$ cat src/hw/rtl/drrs_pkg.sv
// ----------------------------------------------------------------------------
// drrs_pkg
// Shared constants, result kind codes and controller/datapath interface
// structs for the disc read request scheduler.
// ----------------------------------------------------------------------------
package drrs_pkg;

    // Queue sizing
    localparam int QUEUE_DEPTH = 2;
    localparam int TAG_BITS    = 8;
    localparam int SLOT_W      = (QUEUE_DEPTH > 1) ? $clog2(QUEUE_DEPTH) : 1;

    // Transfer geometry
    localparam logic [15:0] BOUNDARY_BYTES = 16'd32768;
    localparam logic [16:0] SECTOR_BYTES   = 17'd512;

    // Input operations
    localparam logic OP_SUBMIT   = 1'b0;
    localparam logic OP_COMPLETE = 1'b1;

    // Result kinds
    localparam logic [2:0] KIND_ACCEPT = 3'd0;
    localparam logic [2:0] KIND_FULL   = 3'd1;
    localparam logic [2:0] KIND_SETSEC = 3'd2;
    localparam logic [2:0] KIND_READ   = 3'd3;
    localparam logic [2:0] KIND_SEEK   = 3'd4;
    localparam logic [2:0] KIND_DONE   = 3'd5;
    localparam logic [2:0] KIND_IDLE   = 3'd6;

    // Controller to datapath commands
    typedef struct packed {
        logic capture;     // latch the input transaction
        logic submit;      // queue request, emit accept or reject
        logic complete;    // emit completion or idle, free active slot
        logic set_sector;  // emit set-base-sector command
        logic issue;       // emit read or seek command, mark active
    } drrs_cmd_t;

    // Datapath to controller status
    typedef struct packed {
        logic out_free;      // output register can take a result this cycle
        logic is_complete;   // latched op is a completion
        logic full;          // no free slot
        logic active;        // a request is running
        logic waiting;       // a slot other than the active one is busy
        logic base_differs;  // picked sector differs from the base sector
    } drrs_status_t;

endpackage

$ cat src/hw/rtl/drrs_ctrl.sv
// ----------------------------------------------------------------------------
// drrs_ctrl
// Sequencer for the request scheduler: takes one input transaction at a time
// and steps the datapath through the results it causes.
// ----------------------------------------------------------------------------
module drrs_ctrl
(
    input  logic                   clk,
    input  logic                   rst_n,
    input  logic                   in_valid,
    output logic                   in_stall,
    input  drrs_pkg::drrs_status_t status,
    output drrs_pkg::drrs_cmd_t    cmd
);

    typedef enum logic [2:0] {
        ST_IDLE,
        ST_SUBMIT,
        ST_COMPL,
        ST_START,
        ST_CMD
    } state_t;

    state_t state_reg;
    state_t state_next;

    // Next state and command decode
    always_comb
    begin
        state_next = state_reg;
        cmd        = '0;
        unique case (state_reg)
            ST_IDLE:
            begin
                if (in_valid)
                begin
                    cmd.capture = 1'b1;
                    state_next  = ST_SUBMIT;
                end
            end
            ST_SUBMIT:
            begin
                // latched op decides which path is taken
                if (status.is_complete)
                begin
                    state_next = ST_COMPL;
                end
                else if (status.out_free)
                begin
                    cmd.submit = 1'b1;
                    state_next = (status.full || status.active) ? ST_IDLE : ST_START;
                end
            end
            ST_COMPL:
            begin
                if (status.out_free)
                begin
                    cmd.complete = 1'b1;
                    state_next   = (status.active && status.waiting) ? ST_START : ST_IDLE;
                end
            end
            ST_START:
            begin
                if (status.out_free)
                begin
                    if (status.base_differs)
                    begin
                        cmd.set_sector = 1'b1;
                        state_next     = ST_CMD;
                    end
                    else
                    begin
                        cmd.issue  = 1'b1;
                        state_next = ST_IDLE;
                    end
                end
            end
            ST_CMD:
            begin
                if (status.out_free)
                begin
                    cmd.issue  = 1'b1;
                    state_next = ST_IDLE;
                end
            end
            default:
            begin
                state_next = ST_IDLE;
            end
        endcase
    end

    assign in_stall = (state_reg != ST_IDLE);

    // State register
    always_ff @(posedge clk or negedge rst_n)
    begin
        if (!rst_n)
        begin
            state_reg <= ST_IDLE;
        end
        else
        begin
            state_reg <= state_next;
        end
    end

endmodule

$ cat src/hw/rtl/drrs_datapath.sv
// ----------------------------------------------------------------------------
// drrs_datapath
// Request slots, length clamp, slot selection, base sector and the result
// output register of the request scheduler.
// ----------------------------------------------------------------------------
module drrs_datapath
(
    input  logic                   clk,
    input  logic                   rst_n,
    input  drrs_pkg::drrs_cmd_t    cmd,
    output drrs_pkg::drrs_status_t status,
    input  logic                   op,
    input  logic [31:0]            req_length,
    input  logic [31:0]            req_offset,
    input  logic [31:0]            req_sector,
    input  logic [31:0]            req_buffer,
    input  logic [7:0]             req_tag,
    output logic                   out_valid,
    input  logic                   out_stall,
    output logic [2:0]             kind,
    output logic [31:0]            cmd_sector,
    output logic [29:0]            word_offset,
    output logic [15:0]            xfer_length,
    output logic [31:0]            dest_addr,
    output logic [7:0]             owner_tag,
    output logic                   last
);

    localparam int DEPTH = drrs_pkg::QUEUE_DEPTH;
    localparam int SW    = drrs_pkg::SLOT_W;
    localparam int TW    = drrs_pkg::TAG_BITS;

    // Latched input transaction
    logic        op_reg;
    logic [31:0] len_reg;
    logic [31:0] off_reg;
    logic [31:0] sec_reg;
    logic [31:0] buf_reg;
    logic [7:0]  tag_reg;

    // Slot storage
    logic [DEPTH-1:0] slot_valid_reg;
    logic [DEPTH-1:0] slot_fit_reg;
    logic [15:0]      slot_length_reg [DEPTH];
    logic [31:0]      slot_offset_reg [DEPTH];
    logic [31:0]      slot_sector_reg [DEPTH];
    logic [31:0]      slot_buffer_reg [DEPTH];
    logic [TW-1:0]    slot_owner_reg  [DEPTH];

    logic          active_valid_reg;
    logic [SW-1:0] active_slot_reg;
    logic [SW-1:0] pick_reg;
    logic [31:0]   base_reg;
    logic          out_valid_reg;

    // Result register
    logic [2:0]  kind_reg;
    logic [31:0] cmd_sector_reg;
    logic [29:0] word_offset_reg;
    logic [15:0] xfer_length_reg;
    logic [31:0] dest_addr_reg;
    logic [7:0]  owner_tag_reg;
    logic        last_reg;
    logic [2:0]  kind_next;
    logic [31:0] cmd_sector_next;
    logic [29:0] word_offset_next;
    logic [15:0] xfer_length_next;
    logic [31:0] dest_addr_next;
    logic [7:0]  owner_tag_next;
    logic        last_next;

    logic [31:0]      rounded;
    logic [15:0]      limit;
    logic [15:0]      clamped;
    logic             fit;
    logic             full;
    logic [SW-1:0]    free_idx;
    logic [DEPTH-1:0] others;
    logic [SW-1:0]    next_idx;
    logic             next_fit_found;
    logic             next_any_found;
    logic [SW-1:0]    next_fit_idx;
    logic [SW-1:0]    next_any_idx;
    logic [SW-1:0]    rd_idx;
    logic             emit;

    // Length clamp at the 32-byte-rounded offset boundary
    always_comb
    begin
        rounded = (off_reg + 32'd31) & ~32'd31;
        limit   = drrs_pkg::BOUNDARY_BYTES - {1'b0, rounded[14:0]};
        clamped = (len_reg > {16'd0, limit}) ? limit : len_reg[15:0];
        fit     = ({1'b0, clamped} + {8'd0, off_reg[8:0]}) <= drrs_pkg::SECTOR_BYTES;
    end

    // Lowest free slot
    always_comb
    begin
        full     = 1'b1;
        free_idx = '0;
        for (int i = DEPTH - 1; i >= 0; i--)
        begin
            if (!slot_valid_reg[i])
            begin
                full     = 1'b0;
                free_idx = SW'(i);
            end
        end
    end

    // Next request after the active one: lowest sector-fitting, else lowest
    always_comb
    begin
        others         = slot_valid_reg;
        others[active_slot_reg] = 1'b0;
        next_fit_found = 1'b0;
        next_any_found = 1'b0;
        next_fit_idx   = '0;
        next_any_idx   = '0;
        for (int i = DEPTH - 1; i >= 0; i--)
        begin
            if (others[i])
            begin
                next_any_found = 1'b1;
                next_any_idx   = SW'(i);
                if (slot_fit_reg[i])
                begin
                    next_fit_found = 1'b1;
                    next_fit_idx   = SW'(i);
                end
            end
        end
        next_idx = next_fit_found ? next_fit_idx : next_any_idx;
    end

    // Single slot read port: active slot while running, else picked slot
    assign rd_idx = active_valid_reg ? active_slot_reg : pick_reg;

    assign emit = cmd.submit | cmd.complete | cmd.set_sector | cmd.issue;

    always_comb
    begin
        status              = '0;
        status.out_free     = !out_valid_reg || !out_stall;
        status.is_complete  = (op_reg == drrs_pkg::OP_COMPLETE);
        status.full         = full;
        status.active       = active_valid_reg;
        status.waiting      = next_any_found;
        status.base_differs = (base_reg != slot_sector_reg[rd_idx]);
    end

    // Input latch
    always_ff @(posedge clk)
    begin
        if (cmd.capture)
        begin
            len_reg <= req_length;
            off_reg <= req_offset;
            sec_reg <= req_sector;
            buf_reg <= req_buffer;
            tag_reg <= req_tag;
        end
    end

    always_ff @(posedge clk or negedge rst_n)
    begin
        if (!rst_n)
        begin
            op_reg <= drrs_pkg::OP_SUBMIT;
        end
        else if (cmd.capture)
        begin
            op_reg <= op;
        end
    end

    // Slot payload writes
    always_ff @(posedge clk)
    begin
        if (cmd.submit && !full)
        begin
            slot_length_reg[free_idx] <= clamped;
            slot_offset_reg[free_idx] <= off_reg;
            slot_sector_reg[free_idx] <= sec_reg;
            slot_buffer_reg[free_idx] <= buf_reg;
            slot_owner_reg[free_idx]  <= TW'(tag_reg);
        end
    end

    // Scheduler control state
    always_ff @(posedge clk or negedge rst_n)
    begin
        if (!rst_n)
        begin
            slot_valid_reg   <= '0;
            slot_fit_reg     <= '0;
            active_valid_reg <= 1'b0;
            active_slot_reg  <= '0;
            pick_reg         <= '0;
            base_reg         <= '1;
        end
        else
        begin
            if (cmd.submit && !full)
            begin
                slot_valid_reg[free_idx] <= 1'b1;
                slot_fit_reg[free_idx]   <= fit;
                pick_reg                 <= free_idx;
            end
            if (cmd.complete && active_valid_reg)
            begin
                slot_valid_reg[active_slot_reg] <= 1'b0;
                active_valid_reg                <= 1'b0;
                pick_reg                        <= next_idx;
            end
            if (cmd.set_sector)
            begin
                base_reg <= slot_sector_reg[rd_idx];
            end
            if (cmd.issue)
            begin
                active_valid_reg <= 1'b1;
                active_slot_reg  <= pick_reg;
            end
        end
    end

    // Output register valid
    always_ff @(posedge clk or negedge rst_n)
    begin
        if (!rst_n)
        begin
            out_valid_reg <= 1'b0;
        end
        else if (emit)
        begin
            out_valid_reg <= 1'b1;
        end
        else if (!out_stall)
        begin
            out_valid_reg <= 1'b0;
        end
    end

    // Result fields for the command in this cycle
    always_comb
    begin
        kind_next        = drrs_pkg::KIND_IDLE;
        cmd_sector_next  = '0;
        word_offset_next = '0;
        xfer_length_next = '0;
        dest_addr_next   = '0;
        owner_tag_next   = '0;
        last_next        = 1'b1;
        priority if (cmd.submit)
        begin
            if (full)
            begin
                kind_next = drrs_pkg::KIND_FULL;
            end
            else
            begin
                kind_next        = drrs_pkg::KIND_ACCEPT;
                xfer_length_next = clamped;
                last_next        = active_valid_reg;
            end
        end
        else if (cmd.complete)
        begin
            if (active_valid_reg)
            begin
                kind_next        = drrs_pkg::KIND_DONE;
                xfer_length_next = slot_length_reg[rd_idx];
                dest_addr_next   = slot_buffer_reg[rd_idx];
                owner_tag_next   = 8'(slot_owner_reg[rd_idx]);
                last_next        = !next_any_found;
            end
        end
        else if (cmd.set_sector)
        begin
            kind_next       = drrs_pkg::KIND_SETSEC;
            cmd_sector_next = slot_sector_reg[rd_idx];
            last_next       = 1'b0;
        end
        else
        begin
            word_offset_next = slot_offset_reg[rd_idx][31:2];
            if (slot_length_reg[rd_idx] != 16'd0)
            begin
                kind_next        = drrs_pkg::KIND_READ;
                xfer_length_next = slot_length_reg[rd_idx];
                dest_addr_next   = slot_buffer_reg[rd_idx];
            end
            else
            begin
                kind_next = drrs_pkg::KIND_SEEK;
            end
        end
    end

    // Output register payload
    always_ff @(posedge clk)
    begin
        if (emit)
        begin
            kind_reg        <= kind_next;
            cmd_sector_reg  <= cmd_sector_next;
            word_offset_reg <= word_offset_next;
            xfer_length_reg <= xfer_length_next;
            dest_addr_reg   <= dest_addr_next;
            owner_tag_reg   <= owner_tag_next;
            last_reg        <= last_next;
        end
    end

    assign out_valid   = out_valid_reg;
    assign kind        = kind_reg;
    assign cmd_sector  = cmd_sector_reg;
    assign word_offset = word_offset_reg;
    assign xfer_length = xfer_length_reg;
    assign dest_addr   = dest_addr_reg;
    assign owner_tag   = owner_tag_reg;
    assign last        = last_reg;

endmodule

$ cat src/hw/rtl/disc_read_request_scheduler.sv
// ----------------------------------------------------------------------------
// disc_read_request_scheduler
// Two-slot disc read request queue: clamps, queues and starts requests and
// reports completions as a sequence of command and status results.
// Each input is latched, then the sequencer steps the datapath through up to
// three results, one per sequencer step into the output register; a completion
// first passes the ST_COMPL state. A new input is taken only once the sequencer
// is idle again, and any output stall holds the sequencer and so the input.
// Reset: queue empty, nothing active, base sector all ones.
// ----------------------------------------------------------------------------
module disc_read_request_scheduler
(
    input  logic        clk,
    input  logic        rst_n,
    input  logic        in_valid,
    output logic        in_stall,
    input  logic        op,
    input  logic [31:0] req_length,
    input  logic [31:0] req_offset,
    input  logic [31:0] req_sector,
    input  logic [31:0] req_buffer,
    input  logic [7:0]  req_tag,
    output logic        out_valid,
    input  logic        out_stall,
    output logic [2:0]  kind,
    output logic [31:0] cmd_sector,
    output logic [29:0] word_offset,
    output logic [15:0] xfer_length,
    output logic [31:0] dest_addr,
    output logic [7:0]  owner_tag,
    output logic        last
);

    drrs_pkg::drrs_cmd_t    cmd;
    drrs_pkg::drrs_status_t status;

    // Sequencer
    drrs_ctrl u_ctrl
    (
        .clk      (clk),
        .rst_n    (rst_n),
        .in_valid (in_valid),
        .in_stall (in_stall),
        .status   (status),
        .cmd      (cmd)
    );

    // Slots and result register
    drrs_datapath u_datapath
    (
        .clk         (clk),
        .rst_n       (rst_n),
        .cmd         (cmd),
        .status      (status),
        .op          (op),
        .req_length  (req_length),
        .req_offset  (req_offset),
        .req_sector  (req_sector),
        .req_buffer  (req_buffer),
        .req_tag     (req_tag),
        .out_valid   (out_valid),
        .out_stall   (out_stall),
        .kind        (kind),
        .cmd_sector  (cmd_sector),
        .word_offset (word_offset),
        .xfer_length (xfer_length),
        .dest_addr   (dest_addr),
        .owner_tag   (owner_tag),
        .last        (last)
    );

`ifndef NO_ASSERTIONS
    // One transaction at a time: an accepted input blocks the next cycle
    a_busy_after_accept: assert property (@(posedge clk) disable iff (!rst_n)
        (in_valid && !in_stall) |=> in_stall)
        else $error("input accepted back to back");

    // A set-sector command is always followed by a read or seek
    a_setsec_not_last: assert property (@(posedge clk) disable iff (!rst_n)
        (out_valid && kind == drrs_pkg::KIND_SETSEC) |-> !last)
        else $error("set-sector result marked last");

    // Reject and idle results end their transaction
    a_single_results_last: assert property (@(posedge clk) disable iff (!rst_n)
        (out_valid && (kind == drrs_pkg::KIND_FULL || kind == drrs_pkg::KIND_IDLE))
        |-> last)
        else $error("reject or idle result not last");

    // Only defined result kinds appear
    a_kind_range: assert property (@(posedge clk) disable iff (!rst_n)
        out_valid |-> (kind <= drrs_pkg::KIND_IDLE))
        else $error("undefined result kind");
`endif

endmodule

$ cat config.mk
export PLATFORM = sky130hd
export DESIGN_NAME = disc_read_request_scheduler
export DESIGN_NICKNAME = d
export VERILOG_FILES = /design/src/hw/rtl/drrs_pkg.sv /design/src/hw/rtl/drrs_ctrl.sv /design/src/hw/rtl/drrs_datapath.sv /design/src/hw/rtl/disc_read_request_scheduler.sv
export SDC_FILE = /design/constraint.sdc
export NUM_CORES = 1
export LEC_CHECK = 0
export BUFFER_PORTS_ARGS = -buffer_cell sky130_fd_sc_hd__buf_2
export CAP_MARGIN = 10
export CORE_UTILIZATION = 42
export DETAILED_ROUTE_END_ITERATION = 8
export PLACE_DENSITY = 0.63
export SLEW_MARGIN = 0
export SYNTH_ARGS = -nofsm -noshare
export SYNTH_HDL_FRONTEND = slang
export SYNTH_SLANG_ARGS = --single-unit
$ cat constraint.sdc
create_clock -name clk -period 10.65 [get_ports clk]
set_clock_uncertainty 0.05 [all_clocks]
set_input_delay 2.13 -clock clk [delete_from_list [all_inputs] [get_ports clk]]
set_output_delay 2.13 -clock clk [all_outputs]
set_load 0.05 [all_outputs]
Word level (Yosys, flattened, before mapping)
Memories as Yosys holds them, arrays and structs flattened. A register that Yosys moved wholly into a read port is not among the register bits.
Cells that the tools add are included.
{"block": "word_totals", "reg_bits": 264, "input_bits": 141, "n_memories": 5, "ram_bits": 240, "word_cells": 147}
{"memory": "u_datapath.slot_buffer_reg", "words": 2, "word_bits": 32, "read_ports": 1, "rd_ports_with_merged_regs": 0, "wr": 1, "line_no": "drrs_datapath.sv:47", "rtl": "logic [31:0] slot_buffer_reg [DEPTH];"}
{"memory": "u_datapath.slot_offset_reg", "words": 2, "word_bits": 32, "read_ports": 1, "rd_ports_with_merged_regs": 1, "wr": 1, "line_no": "drrs_datapath.sv:45", "rtl": "logic [31:0] slot_offset_reg [DEPTH];"}
{"memory": "u_datapath.slot_sector_reg", "words": 2, "word_bits": 32, "read_ports": 1, "rd_ports_with_merged_regs": 0, "wr": 1, "line_no": "drrs_datapath.sv:46", "rtl": "logic [31:0] slot_sector_reg [DEPTH];"}
{"memory": "u_datapath.slot_length_reg", "words": 2, "word_bits": 16, "read_ports": 1, "rd_ports_with_merged_regs": 0, "wr": 1, "line_no": "drrs_datapath.sv:44", "rtl": "logic [15:0] slot_length_reg [DEPTH];"}
{"memory": "u_datapath.slot_owner_reg", "words": 2, "word_bits": 8, "read_ports": 1, "rd_ports_with_merged_regs": 1, "wr": 1, "line_no": "drrs_datapath.sv:48", "rtl": "logic [TW-1:0] slot_owner_reg [DEPTH];"}
{"block": "op_classes", "n_eq_ne": 11, "bitwise": 10, "reduce_logical": 20, "addsub": 3, "order_cmp": 6, "n_mux": 73}
{"operator": "$mux W32", "count": 4}
{"operator": "$mux W16", "count": 7}
{"operator": "$mux W1", "count": 40}
{"operator": "$mux W3", "count": 11}
{"operator": "$gt A32 B16 Y1", "count": 1}
{"operator": "$ne A32 B32 Y1", "count": 1}
{"operator": "$add A16 B9 Y17", "count": 1}
{"operator": "$le A17 B10 Y1 const B", "count": 1}
{"operator": "$reduce_bool A16 Y1", "count": 1}
{"operator": "$sub A16 B15 Y16 const A", "count": 1}
{"operator": "$add A15 B5 Y15 const B", "count": 1}
{"operator": "$pmux W3 S5", "count": 1}
{"operator": "$mux W2", "count": 6}
{"operator": "$reduce_or A3 Y1", "count": 3}
{"operator": "$ne A2 B2 Y1 const B", "count": 4}
{"operator": "$eq A3 B2 Y1 const B", "count": 2}
{"operator": "$logic_and A1 B1 Y1", "count": 5}
{"operator": "$reduce_and A5 Y1", "count": 1}
{"operator": "$and A2 B2 Y2", "count": 2}
{"operator": "$logic_not A1 Y1", "count": 4}
{"operator": "$lt A1 B2 Y1 const B", "count": 2}
{"operator": "$reduce_bool A2 Y1", "count": 2}
{"operator": "$eq A3 B1 Y1 const B", "count": 1}
{"operator": "$eq A3 B3 Y1 const B", "count": 1}
{"operator": "13 further kinds", "count": 20}

Longest topological paths before layout
Gate-level depths: netlist of the first run.
{"block": "logic_depth", "ltp_word": 12, "depth_mapped": 21, "ltp_nobuf": 18}

Cells and area by module
Synthesis of the first run repeated with hierarchy kept, for this count alone.
{"block": "hier_totals", "hier_cells": 1208, "hier_area_um2": 19648.8}
{"module": "drrs_datapath", "seq_area_each_um2": 15850.2, "cells_each": 1173, "area_each_um2": 19376.1, "n_inst": 1}
{"module": "drrs_ctrl", "seq_area_each_um2": 75.1, "cells_each": 35, "area_each_um2": 272.8, "n_inst": 1}

Worst setup path after synthesis of the first run
No wires, ideal clock.
{"block": "synth_path", "kind": "input to register", "start": "input in_valid", "end": "register u_datapath.op_reg", "path_buffers": 0, "t_arrival_ns": 8.694, "setup_time_ns": 0.094, "setup_slack_ns": 1.811, "required_time_ns": 10.506, "cell_stages": 3, "cell_sequence": "inv_1 nor2_1 mux2_2"}
{"element": "start, declared", "line_no": "disc_read_request_scheduler.sv:15", "rtl": "input logic in_valid,"}
{"element": "end signal, assigned", "line_no": "drrs_datapath.sv:169", "rtl": "op_reg <= drrs_pkg::OP_SUBMIT;"}
{"element": "end signal, assigned", "line_no": "drrs_datapath.sv:173", "rtl": "op_reg <= op;"}
{"element": "end, declared", "line_no": "drrs_datapath.sv:34", "rtl": "logic op_reg;"}

Worst setup path in the final report of the first run
{"block": "layout_path", "start": "register u_datapath.active_valid_reg", "end": "register u_datapath.dest_addr_reg[11] (netlist: u_datapath.dest_addr[11]), enable pin"}
{"block": "layout_via", "elab_chain_cells": 8, "word_cells_on_any_way": 10}
{"element": "start, declared", "line_no": "drrs_datapath.sv:50", "rtl": "logic active_valid_reg;"}
{"element": "start signal, assigned", "line_no": "drrs_datapath.sv:197", "rtl": "active_valid_reg <= 1'b0;"}
{"element": "start signal, assigned", "line_no": "drrs_datapath.sv:213", "rtl": "active_valid_reg <= 1'b0;"}
{"element": "start signal, assigned", "line_no": "drrs_datapath.sv:222", "rtl": "active_valid_reg <= 1'b1;"}
{"element": "$mux W1 (*)", "line_no": "drrs_datapath.sv:137", "rtl": "assign rd_idx = active_valid_reg ? active_slot_reg : pick_reg;"}
{"element": "$mem_v2 Z2 W32 (*)"}
{"element": "$ne A32 B32 Y1 (*)", "line_no": "drrs_datapath.sv:149", "rtl": "status.base_differs = (base_reg != slot_sector_reg[rd_idx]);"}
{"element": "$mux W1", "line_no": "drrs_ctrl.sv:66", "rtl": "if (status.base_differs)"}
{"element": "$mux W2 (*)", "line_no": "drrs_ctrl.sv:64", "rtl": "if (status.out_free)"}
{"element": "$mux W1", "line_no": "drrs_ctrl.sv:32", "rtl": "unique case (state_reg)"}
{"element": "$or A1 B1 Y1", "line_no": "drrs_datapath.sv:139", "rtl": "assign emit = cmd.submit | cmd.complete | cmd.set_sector | cmd.issue;"}
{"element": "$or A1 B1 Y1 (*)", "line_no": "drrs_datapath.sv:139"}
{"element": "net u_datapath.emit", "line_no": "drrs_datapath.sv:85", "rtl": "logic emit;"}
{"element": "end signal, assigned", "line_no": "drrs_datapath.sv:310", "rtl": "dest_addr_reg <= dest_addr_next;"}
{"element": "end, declared", "line_no": "drrs_datapath.sv:61", "rtl": "logic [31:0] dest_addr_reg;"}
The timed path passes the listed nets; every way through them passes the cells marked *.
A chain may end at the register's enable or synchronous reset.

==> results of run 1 <==
kinds of logic after synthesis:
kind of cell | count (synthesis) | synth area share [%]
AOI/OAI and AO/OA | 171 | 5.41
adders and majority gates | 12 | 0.763
and+or+nand+nor | 288 | 6.31
muxes | 57 | 2.94
xor gates and xnor gates | 43 | 1.91
buffers and inverters | 81 | 1.72
DFF | 536 | 80.9
worst max-delay path: stages, from the launching register on:
cell and delay (ps):
sky130_fd_sc_hd__dfrtp_1 500, sky130_fd_sc_hd__mux2_8 950, sky130_fd_sc_hd__mux2i_1 370, sky130_fd_sc_hd__xnor2_1 110
sky130_fd_sc_hd__nor4_1 370, sky130_fd_sc_hd__nand4_1 200, sky130_fd_sc_hd__nor2_1 280, sky130_fd_sc_hd__nand4b_1 130
sky130_fd_sc_hd__nand2_1 90, sky130_fd_sc_hd__nand2_1 150, sky130_fd_sc_hd__nand3_4 750, sky130_fd_sc_hd__buf_4 830
final cells by class:
cell class / instances / area, µm²
fill: 3764 / 22400
sequential: 536 / 15900
multi-input combinational: 571 / 3470
clock buffer: 71 / 1480
timing repair buffer: 274 / 1400
tap: 600 / 751
clock inverter: 30 / 229
inverter: 25 / 98.8
antenna: 2 / 5.00
routing by layer:
layer  up-vias  track usage (%)  part of all wire (%)
li1       4970                -                     -
met1      5223             22.8                    42
met2       307             29.5                    50
met3        67             3.84                   6.0
met4         4             6.08                   2.4
met5         -                0                 0.062
power by group through the flow:
stage	combinational, µW	sequential, µW	clock, µW
after CTS	2510	3360	1860
after floorplan	1020	4220	0
final	2470	3360	1810
after global routing	2650	3410	1940
after global placement	2470	3390	0
after detailed placement	2510	3400	0
path summary, 6_finish.rpt:
check                                                             end  cells past startpoint  slack, ps                                    start
max                            u_datapath.dest_addr[11]$_SDFFCE_PP0P_                     11       5280  u_datapath.active_valid_reg$_DFFE_PN0P_
min                        u_datapath.slot_buffer_reg[1][2]$_DFFE_PP_                      0        400          u_datapath.buf_reg[2]$_DFFE_PP_
max reg2reg                    u_datapath.dest_addr[11]$_SDFFCE_PP0P_                     11       5280  u_datapath.active_valid_reg$_DFFE_PN0P_
min reg2reg                u_datapath.slot_buffer_reg[1][2]$_DFFE_PP_                      0        400          u_datapath.buf_reg[2]$_DFFE_PP_
max in group asynchronous             u_ctrl.state_reg[0]$_DFFE_PN0P_                      1       8220                                    rst_n
min in group asynchronous             u_ctrl.state_reg[2]$_DFFE_PN0P_                      1       1680                                    rst_n
cells in the final DEF, fill, tap and decap left out, types with 12 or more instances in the layout:
master	netlist	routed
sky130_fd_sc_hd__nand2_1	174	174
sky130_fd_sc_hd__buf_2	9	264
sky130_fd_sc_hd__a21o_1	36	35
sky130_fd_sc_hd__clkbuf_16	0	55
sky130_fd_sc_hd__nor4_1	21	21
sky130_fd_sc_hd__dfstp_2	32	32
sky130_fd_sc_hd__ha_1	12	12
sky130_fd_sc_hd__clkbuf_1	40	12
sky130_fd_sc_hd__edfxtp_1	494	494
sky130_fd_sc_hd__o22ai_1	12	12
sky130_fd_sc_hd__nor2_1	57	54
sky130_fd_sc_hd__a21oi_1	85	85
sky130_fd_sc_hd__xnor2_1	39	39
sky130_fd_sc_hd__o21ai_0	15	15
sky130_fd_sc_hd__mux2i_1	50	49
sky130_fd_sc_hd__inv_1	24	24
per-stage QoR:
stage               total power, µW  util [%]  setup slack (ps)  std cells
finish                         7640      51.0              5280       2109
CTS                            7740      51.0              5210       2107
detailed placement             5910      47.3              5250       2006
global placement               5860      47.3              5350       2006
global route                   8000      51.0              4820       2109
floorplan                      5240         -              1810       1188
==> impl_summary.md, run 1 <==
Run status
The flow ran to the end, and the final reports show no timing, DRC or antenna violations.

Critical path
The maximum net fanout on the critical path is 119. The sort of element at the start of the critical path is a flop. The critical path in this run is classified as reg -> reg. The worst setup path is captured at a flop.

Data on the critical path is required at its endpoint by 10810 ps. STA puts the critical path data arrival time at 5530 ps.

GRT
The total overflow left after global routing is 0. Across every metal layer, demand over resource in global routing totals 17.7%. The wire length of the first global-routing pass is 63.0 mm. The largest net degree at the start of global routing is 120. The number of antenna violations at the first check in global routing is 4. The via count of the first global-routing pass is 10603.

Routing
The final antenna-violating net count is 0. The overall via count from detail_route is 10571. The detailed router finished its first iteration with 699 violations. Using the TritonRoute via totals, the vias-per-cell ratio works out to 5.01. Before antenna repair, the detailed router went through 5 iterations. The DRC violation count after routing is 0.

Summed over all layers, the routed wires come to 42.1 mm. The detail-routed net length per standard cell is 20.0 µm.

Yosys
Yosys mapped a number of flops with a built-in enable equal to 494. A synthesized cell averages 16.6 µm². Counting every net in the synthesized netlist gives 1341. Synthesis produced a netlist whose cell count is 1188. The library cell with the highest instance count after synthesis is sky130_fd_sc_hd__edfxtp_1. Sequential elements use 80.9% of the synthesized area. Among all flip-flop cells after synthesis, the most frequent one is sky130_fd_sc_hd__edfxtp_1. The top-area cell type share of the netlist area is 75.4%. The number of distinct library cell variants in the gate-level netlist after synthesis is 56. The flop and latch count out of synthesis is 536. The Yosys warning count is 0. The async set-reset flop share out of synthesis is 7.84%. By count the netlist is led by 494 x sky130_fd_sc_hd__edfxtp_1, 174 x sky130_fd_sc_hd__nand2_1, 85 x sky130_fd_sc_hd__a21oi_1. The mapped netlist covers 0.0197 mm². Yosys attributes the largest share of cell area to sky130_fd_sc_hd__edfxtp_1 75%, sky130_fd_sc_hd__dfstp_2 4.3%, sky130_fd_sc_hd__nand2_1 3.3%, sky130_fd_sc_hd__mux2i_1 2.5%, sky130_fd_sc_hd__a21oi_1 2.2%. Summed over all instances, the cell type with the most area after synthesis is sky130_fd_sc_hd__edfxtp_1.

Place
The routability congestion estimate from global placement is 0.869. After legalization and detailed placement, the total HPWL measured 26.5 mm. The port buffer count is 264. The placement-stage cell area is 0.0216 mm².

Clock tree
After clock tree synthesis, the setup repair step added 0 buffers. Buffers inserted during clock tree synthesis total 54. The clock tree from TritonCTS is built.

The post-cts resize count is 0. The clock edge transition at the registers on the reported setup and hold paths is 60 ps. The maximum level of the CTS H-tree is 2.

The clock insertion delay at the later pin of the skew report is 600 ps. The clock net sink count is 536. The post-cts hold buffer count is 0. Clock tree synthesis selected as its root buffer the cell sky130_fd_sc_hd__clkbuf_16.

The number of buffers on the longest clock path is 3.

Hold path
The tightest min-delay check is of the reg -> reg type.

Pwr
In this run the static leakage power is 0.00864 µW. The peak supply drop is 0.000248 V. Of the total power, combinational logic draws 32.3%. Of the total power, the share spent switching nets is 38.3%. Per report_power, the sequential group accounts for 43.9% of the total. Dividing total power by cell area gives a power density of 327 mW/mm². The internal power consumption is 4710 µW. Summed over all nets, the switching power comes to 2920 µW. The fraction of power consumed by the clock network is 23.8%.

Final layout
Compared with the post-synthesis result, the final layout area differs by 18.7%. The proportion of layout cells with a drive suffix above 1 is 26.9%. The final instance area is 0.0234 mm². The post-layout net count is 1615.

Timing
The post-route clock period utilization is 50.4%. Setup violations remaining at the end of the flow were counted as 0. The number of max-slew violations in the final report is 0.

After routing, the total negative slack on setup checks comes to 0 ps. The count of endpoints failing hold in the final timing report was 0. Hold timing on the final database bottoms out at a slack of 397 ps.

The transition time of the tightest slew-check pin is 1140 ps. Setup repair after global routing left no endpoint under its margin. Headroom to the max-slew limit came out at 24.1%. The highest clock rate is 186 MHz. The final critical-path required period is 5370 ps.

Die
The effective utilization at floorplan is 43.0%. The overall die area is 0.0477 mm². In this run the vertical extent of the chip is 218 µm.

The die width is 218 µm. The number of cell rows is 78. The core region is 0.0458 mm². In this run the count of I/O pins placed on the die edge is 265.

Run
Max-cap violations in this run came to 0.
No activity file was read; power rests on OpenSTA's default activity.
==> inputs of run 2 (changes only) <==
- clock period: 10.65 -> 5.4 ns (I/O delays scaled with it)
==> impl_summary.md, run 2 (synthesis results as in run 1) <==
Timing
The worst relative slew slack is 35.2%. The smallest clock period supported by the final layout is computed as 4570 ps. At the pin with the least slew margin, the transition time is 971 ps.

The number of max-slew violations in the final report is 0. The count of endpoints failing hold in the final timing report came to 0. In the final timing run, aggregate negative setup slack is 0 ps.

The worst path uses 84.6% of the clock period. The highest clock rate is 219 MHz. Setup violations remaining at the end of the flow were counted as 0.

The worst-case setup margin in the final layout is 831 ps. Setup repair after global routing left no endpoint under its margin.

GRT
Global routing used 17.4% of the available tracks. The first global-routing pass estimated 62.5 mm of wire. The sum of overflow across all layers after global routing is 0.

The number of antenna violations at the first check in global routing is 3. The via count of the first global-routing pass is 10859. The largest net degree at the start of global routing is 138.

Clock tree
CTS saw 536 sinks. At the later pin of the worst-skew pair, clock insertion delay measures 600 ps. The clock edge transition at the registers on the reported setup and hold paths is 60 ps. Once the clock tree was built, the setup fixing pass inserted 0 buffers. The post-cts hold buffer count is 0. Clock tree synthesis inserted a total of 56 buffers. Once the clock tree was built, the resizer swapped 0 gates to a different size. The master cell of the clock root buffer is sky130_fd_sc_hd__clkbuf_16. The maximum level of the CTS H-tree is 2. The longest clock path from root to sink contains 3 buffers.

TritonCTS built the clock tree.

Final layout
The final instance area is 0.0236 mm². The layout overhead on the synthesized area is 19.8%. The library cells used most frequently in the layout, excluding fill and tap cells, are 494 x sky130_fd_sc_hd__edfxtp_1, 264 x sky130_fd_sc_hd__buf_2, 174 x sky130_fd_sc_hd__nand2_1.

In the final layout, the share of cells above drive strength 1 is 27.5%. The final layout contains 1622 nets. At the end of the flow the core is filled with cells to 51.5%. The commonest non-fill, non-tap cell in the layout is sky130_fd_sc_hd__edfxtp_1.

Hold path
The worst hold-check path type is reg -> reg.

Place
Detailed placement finished with a half-perimeter wire length of 26.2 mm. The routability congestion estimate from global placement is 0.860. The port buffer count is 264.

The worst setup slack before clock tree synthesis is 882 ps. Summing all placed instances gives a cell area of 0.0217 mm².

Routing
For this run, the detailed router's first-pass iteration total came to 5. After detailed routing, the number of remaining DRC violations is 0. The final antenna-violating net count is 0. The overall via count from detail_route is 10792. The routed wire length is 41.4 mm. After detailed routing, the number of vias per cell comes to 5.10.

The detail-routed net length per standard cell is 19.6 µm. The iteration-0 DRC count of the detailed router is 770.

Critical path
Data on the critical path arrives at its endpoint at 4840 ps. The signal on the critical path passes through nor3_2 > nand2_1 > nand2_1 > xor2_1 > ha_1 > a2111oi_0 > a31oi_1 > xor2_1 > inv_1 > ha_1 > nand4_1 > or4_1 > a21boi_2 > o21ai_0 > nand3_1 > o21ai_0. The critical path in this run is classified as reg -> reg. The maximum net fanout on the critical path is 11. The sort of element at the start of the critical path is a flop. The maximum single-stage delay on the critical path is 670 ps. Data on the critical path is required at its endpoint by 5670 ps. For this design, the slowest cell found on the critical path is sky130_fd_sc_hd__or4_1.

The endpoint type of the worst setup path is a flop.

Die
From bottom edge to top edge, the die measures 218 µm. The number of top-level pins is 265. The placeable core region is 0.0458 mm².

The effective utilization at floorplan is 43.0%. The overall die area is 0.0477 mm². The die is 218 µm wide.

The floorplan has 78 rows.

Run status
The flow ran to the end, and the final reports show no timing, DRC or antenna violations.

Pwr
Total power for the finished layout comes to 15300 µW. The analysis attributes to cell leakage a power of 0.00875 µW. For this design the ratio of total power to cell area is 651 mW/mm².

Across the VDD grid, the largest voltage drop is 0.000370 V.

Run
The max-cap violation count is 0.
[run 2: changes by cell type in the layout (fill, tap and decap cells not counted), sizes merged]
cell      delta
bufinv       +3
diode        -1
clkbuf       -3
buf          +5
inv          +2
clkinv       +2
clkinvlp     -1
[run 2: layer usage]
layer	vias up	GRT usage, %	part of all wire [%]
met5	-	0	0.068
met4	4	6.29	2.7
met3	68	3.49	6.2
met2	359	29.1	50
met1	5359	22.4	41
li1	5002	-	-
[run 2: layout make-up]
cell class                      count  area, µm²
Antenna cell                        1       2.50
Clock buffer                       68       1500
Clock inverter                     36        342
Fill cell                        3737      22200
Inverter                           25       98.8
Multi-Input combinational cell    571       3470
Sequential cell                   536      15900
Tap cell                          600        751
Timing Repair Buffer              279       1480
[run 2: final timing paths]
path,from,to,slack [ps],depth (start not counted)
setup / recovery,u_datapath.off_reg[2]$_DFFE_PP_,u_datapath.xfer_length[8]$_DFFE_PP_,830,16
min in group asynchronous,rst_n,u_datapath.slot_valid_reg[1]$_DFF_PN0_,530,2
setup reg to reg,u_datapath.off_reg[2]$_DFFE_PP_,u_datapath.xfer_length[8]$_DFFE_PP_,830,16
hold reg to reg,u_datapath.sec_reg[30]$_DFFE_PP_,u_datapath.slot_sector_reg[1][30]$_DFFE_PP_,390,0
hold / removal,u_datapath.sec_reg[30]$_DFFE_PP_,u_datapath.slot_sector_reg[1][30]$_DFFE_PP_,390,0
max in group asynchronous,rst_n,u_ctrl.state_reg[1]$_DFFE_PN0P_,4390,2
[run 2: stage by stage]
step,hold WS (ps),instances
CTS,390,2115
global route,401,2116
floorplan,371,1188
finish,393,2116
global placement,373,2011
detailed placement,380,2011
[run 2: power by group]
part           internal [µW]  total (µW)  switching, µW  leakage [µW]
clock network           2220        3800           1580      0.000894
logic                   1220        5000           3770       0.00284
registers               6070        6540            472       0.00502
total                   9520       15300           5830       0.00875
[run 2: worst max-delay path: cells and delay by family, from the launching register on]
| family | cells | cell delay (ps) |
|---|---|---|
| AND/OR/NAND/NOR | 6 | 1600 |
| AO/OA/AOI/OAI | 5 | 1300 |
| adder cells (fa/ha/maj) | 2 | 620 |
| flip-flops | 1 | 430 |
| XOR/XNOR | 2 | 230 |
| buffers and inverters | 1 | 70 |
==> inputs of run 3 (changes only) <==
- ABC_AREA: not set -> 1
- PLACE_DENSITY: 0.63 -> 0.65
- clock period: 5.4 -> 3.7 ns (I/O delays scaled with it)
==> impl_summary.md, run 3 <==
Final layout
In the layout the commonest cells are 494 x sky130_fd_sc_hd__edfxtp_1, 264 x sky130_fd_sc_hd__buf_2, 248 x sky130_fd_sc_hd__nand2_1. After the last flow step, the layout net total stands at 1886. The final design utilization is 51.9%.

The layout overhead on the synthesized area is 22.3%. The number of antenna diodes in the final layout is 0. The layout filler cell count is 3985.

The commonest non-fill, non-tap cell in the layout is sky130_fd_sc_hd__edfxtp_1. After the flow finishes, the layout carries non-filler instances totaling 2390. The proportion of layout cells with a drive suffix above 1 is 27.8%.

Yosys
Synthesis instantiated 43 different standard cells from the library. After synthesis the netlist holds a flip-flop and latch count of 536. Sequential elements use 78.7% of the synthesized area. Averaged over all synthesized cells, the footprint is 14.5 µm².

Synthesis produced a netlist with a net count of 1552. Summing every instance area after synthesis gives 0.0202 mm². The cell count after synthesis came out at 1399. The number of enable-type register cells in the synthesized netlist is 494.

The library cell with the highest instance count after synthesis is sky130_fd_sc_hd__edfxtp_1. The share of synthesized area in the top cell type comes to 73.3%. The async set-reset flop share out of synthesis is 7.84%. The Yosys warning count is 0. In the post-synthesis netlist, the biggest area contributors are sky130_fd_sc_hd__edfxtp_1 73%, sky130_fd_sc_hd__nand2_1 4.8%, sky130_fd_sc_hd__dfstp_2 4.2%, sky130_fd_sc_hd__nor2_1 2.1%, sky130_fd_sc_hd__o21bai_1 1.8%.

The cell accounting for the most synthesized area is sky130_fd_sc_hd__edfxtp_1. After synthesis, the most frequently instantiated cells are 494 x sky130_fd_sc_hd__edfxtp_1, 260 x sky130_fd_sc_hd__nand2_1, 114 x sky130_fd_sc_hd__nor2_1. In the synthesized netlist the dominant register cell turns out to be sky130_fd_sc_hd__edfxtp_1.

Timing
The count of endpoints failing hold in the final timing report came to 0. The routed design could run at a clock period as short as 3570 ps. Headroom to the max-slew limit came out at 31.2%.

Setup violations remaining at the end of the flow were counted as 0. Setup repair after global routing could not meet its margin everywhere. The number of max-slew violations in the final report is 0. The worst path uses 96.5% of the clock period. For the pin with the worst max-slew slack, the measured transition is 1030 ps.

The highest clock rate is 280 MHz.

Critical path
The maximum net fanout on the critical path is 8. The capturing point of the worst reg2reg path is u_datapath.xfer_length[14]$_DFFE_PP_. Across all register-to-register paths, the minimum setup slack is 130 ps.

The worst setup path is captured at a flop. The critical path class is reg -> reg. The worst reg2reg path depth is 27. STA puts the critical path data required time at 3990 ps. The startpoint of the lowest-slack register-to-register path is u_datapath.off_reg[4]$_DFFE_PP_. The endpoint arrival time on the critical path is 3860 ps. The worst setup path is launched from a flop.

Place
The routability congestion estimate from global placement is 0.959. The total half-perimeter wirelength after legalization and detailed placement is 27.4 mm. Once placement completed, the tool counted placed cells totaling 2278. Input and output buffers added on the ports amount to 264.

Clock tree
The clock edge transition at the registers on the reported setup and hold paths is 60 ps. The number of buffers created by CTS is 54. The H-tree was split into 2 levels. The clock insertion delay at the later pin of the skew report is 590 ps. The post-cts hold buffer count is 0.

The clock passes through at most 3 buffers. The master cell of the clock root buffer is sky130_fd_sc_hd__clkbuf_16. The clock net sink count is 536. TritonCTS built the clock tree.

Routing
The routed wire length is 44.4 mm. The first routing iteration left 781 violations. After detailed routing, the average wire length per cell comes to 18.6 µm. The final antenna-violating net count is 0. The number of optimization iterations in the first detailed-route pass is 5. The routed via count divided by cell count is 5.02. The DRC violation count after routing is 0.

The detailed router placed 11995 vias in this run.

Die
The floorplan step set the die height to 221 µm. The die width is 221 µm. The total area inside the core boundary comes to 0.0476 mm². The effective utilization at floorplan is 42.5%. Pin placement for this block handled 265 I/O pins.

The floorplan has 80 rows. The floorplan step defined a die boundary enclosing 0.0490 mm².

GRT
The via count of the first global-routing pass is 12034. The sum of overflow across all layers after global routing is 0. Entering global routing, the biggest net connects 75 pins. Global routing used 17.7% of the available tracks. The number of antenna violations at the first check in global routing is 0. The wire length of the first global-routing pass is 66.9 mm.

Pwr
Across the VDD grid, the largest voltage drop is 0.000573 V. The static leakage is 0.00960 µW. The power per cell area is 943 mW/mm².

Hold path
In this run the most critical hold path is launched from req_buffer[4]. Along the worst hold path, the cell count comes to 1. The endpoint of the worst hold-timing path is u_datapath.buf_reg[4]$_DFFE_PP_. The worst hold-check path type is in -> reg.

Run
Max-cap violations in this run came to 0.

Run status
The flow ran to the end, and the final reports show no timing, DRC or antenna violations.
run 3: metrics by stage:
stage               worst slack (ps)  instance area (µm²)  hold WS, ps  setup TNS, ps  power [µW]
finish                           131                24700          266              0       23300
global route                    -101                24700          235          -1130       24500
CTS                             6.99                24500          232              0       23200
detailed placement             -58.0                22600          380           -217       17600
global placement                 144                22600          372              0       17400
floorplan                       49.0                20300          371              0       15100
run 3: how the worst max path moves through the flow:
stage	slack, ps	from	to
floorplan	50	u_ctrl.state_reg[0]$_DFFE_PN0P_	u_datapath.op_reg$_DFFE_PN0P_
global placement	140	u_datapath.off_reg[2]$_DFFE_PP_	u_datapath.slot_length_reg[1][8]$_DFFE_PP_
detailed placement	-60	u_datapath.off_reg[2]$_DFFE_PP_	u_datapath.slot_length_reg[1][8]$_DFFE_PP_
CTS	7	u_datapath.off_reg[5]$_DFFE_PP_	u_datapath.xfer_length[10]$_DFFE_PP_
global route	-100	u_datapath.off_reg[4]$_DFFE_PP_	u_datapath.slot_length_reg[1][8]$_DFFE_PP_
finish	130	u_datapath.off_reg[4]$_DFFE_PP_	u_datapath.xfer_length[14]$_DFFE_PP_
run 3: final cells by class:
cell class / instances / area, µm² / area share, %
sequential: 536 / 15900 / 64.4
inverter: 98 / 380 / 1.54
clock inverter: 27 / 334 / 1.35
tap: 615 / 769 / 3.11
clock buffer: 71 / 1490 / 6.01
multi-input combinational: 720 / 3850 / 15.6
timing repair buffer: 323 / 1990 / 8.04
run 3: kinds of logic after synthesis:
logic type	after synthesis	synth area share, %
compound gates	183	5.26
simple gates	471	9.78
flops	536	78.7
mux	31	1.54
xor+xnor	22	0.953
buf+inv	144	2.99
fa+ha+maj	12	0.742
run 3: layer usage:
layer,global-route usage [%],share of wire (%),routed length (µm)
met2,29.4,49,21600
met1,23.5,44,19300
met4,6.07,2.6,1160
met3,3.03,5.1,2270
met5,0,0,0
run 3: report_power, final:
group / total (µW) / internal [µW] / leakage, µW / switching [µW]
Sequential: 9380 / 8810 / 0.00500 / 575
Combinational: 8380 / 2190 / 0.00370 / 6180
Clock: 5560 / 3370 / 0.000895 / 2190
Total: 23300 / 14400 / 0.00960 / 8950
run 3: repair_timing:
action | CTS | global route
gates resized for setup | 3 | 39
pin swaps | 1 | 11
setup endpoints to repair | 10 | 231
gates cloned | 0 | 4
setup buffers | 1 | 9
run 3: critical path, stage by stage (launching register included):
cell and delay, ps:
sky130_fd_sc_hd__edfxtp_1 410, sky130_fd_sc_hd__buf_4 160, sky130_fd_sc_hd__buf_4 130, sky130_fd_sc_hd__nand3_1 160, sky130_fd_sc_hd__nand2_4 90, sky130_fd_sc_hd__nand2_1 100
sky130_fd_sc_hd__nand2_1 80, sky130_fd_sc_hd__nand2_2 90, sky130_fd_sc_hd__inv_1 90, sky130_fd_sc_hd__nor2_4 160, sky130_fd_sc_hd__nand2_2 90, sky130_fd_sc_hd__o21ai_2 180
sky130_fd_sc_hd__nand2_1 80, sky130_fd_sc_hd__ha_1 300, sky130_fd_sc_hd__nand2_1 60, sky130_fd_sc_hd__inv_1 50, sky130_fd_sc_hd__nand2_1 80, sky130_fd_sc_hd__nor2_2 120
sky130_fd_sc_hd__nand2_1 60, sky130_fd_sc_hd__nand3_1 70, sky130_fd_sc_hd__nand2_1 80, sky130_fd_sc_hd__nand2_2 120, sky130_fd_sc_hd__inv_2 90, sky130_fd_sc_hd__buf_4 160
sky130_fd_sc_hd__nand2_1 50, sky130_fd_sc_hd__nand2_1 80, sky130_fd_sc_hd__nand2_1 80, sky130_fd_sc_hd__nand2_1 60
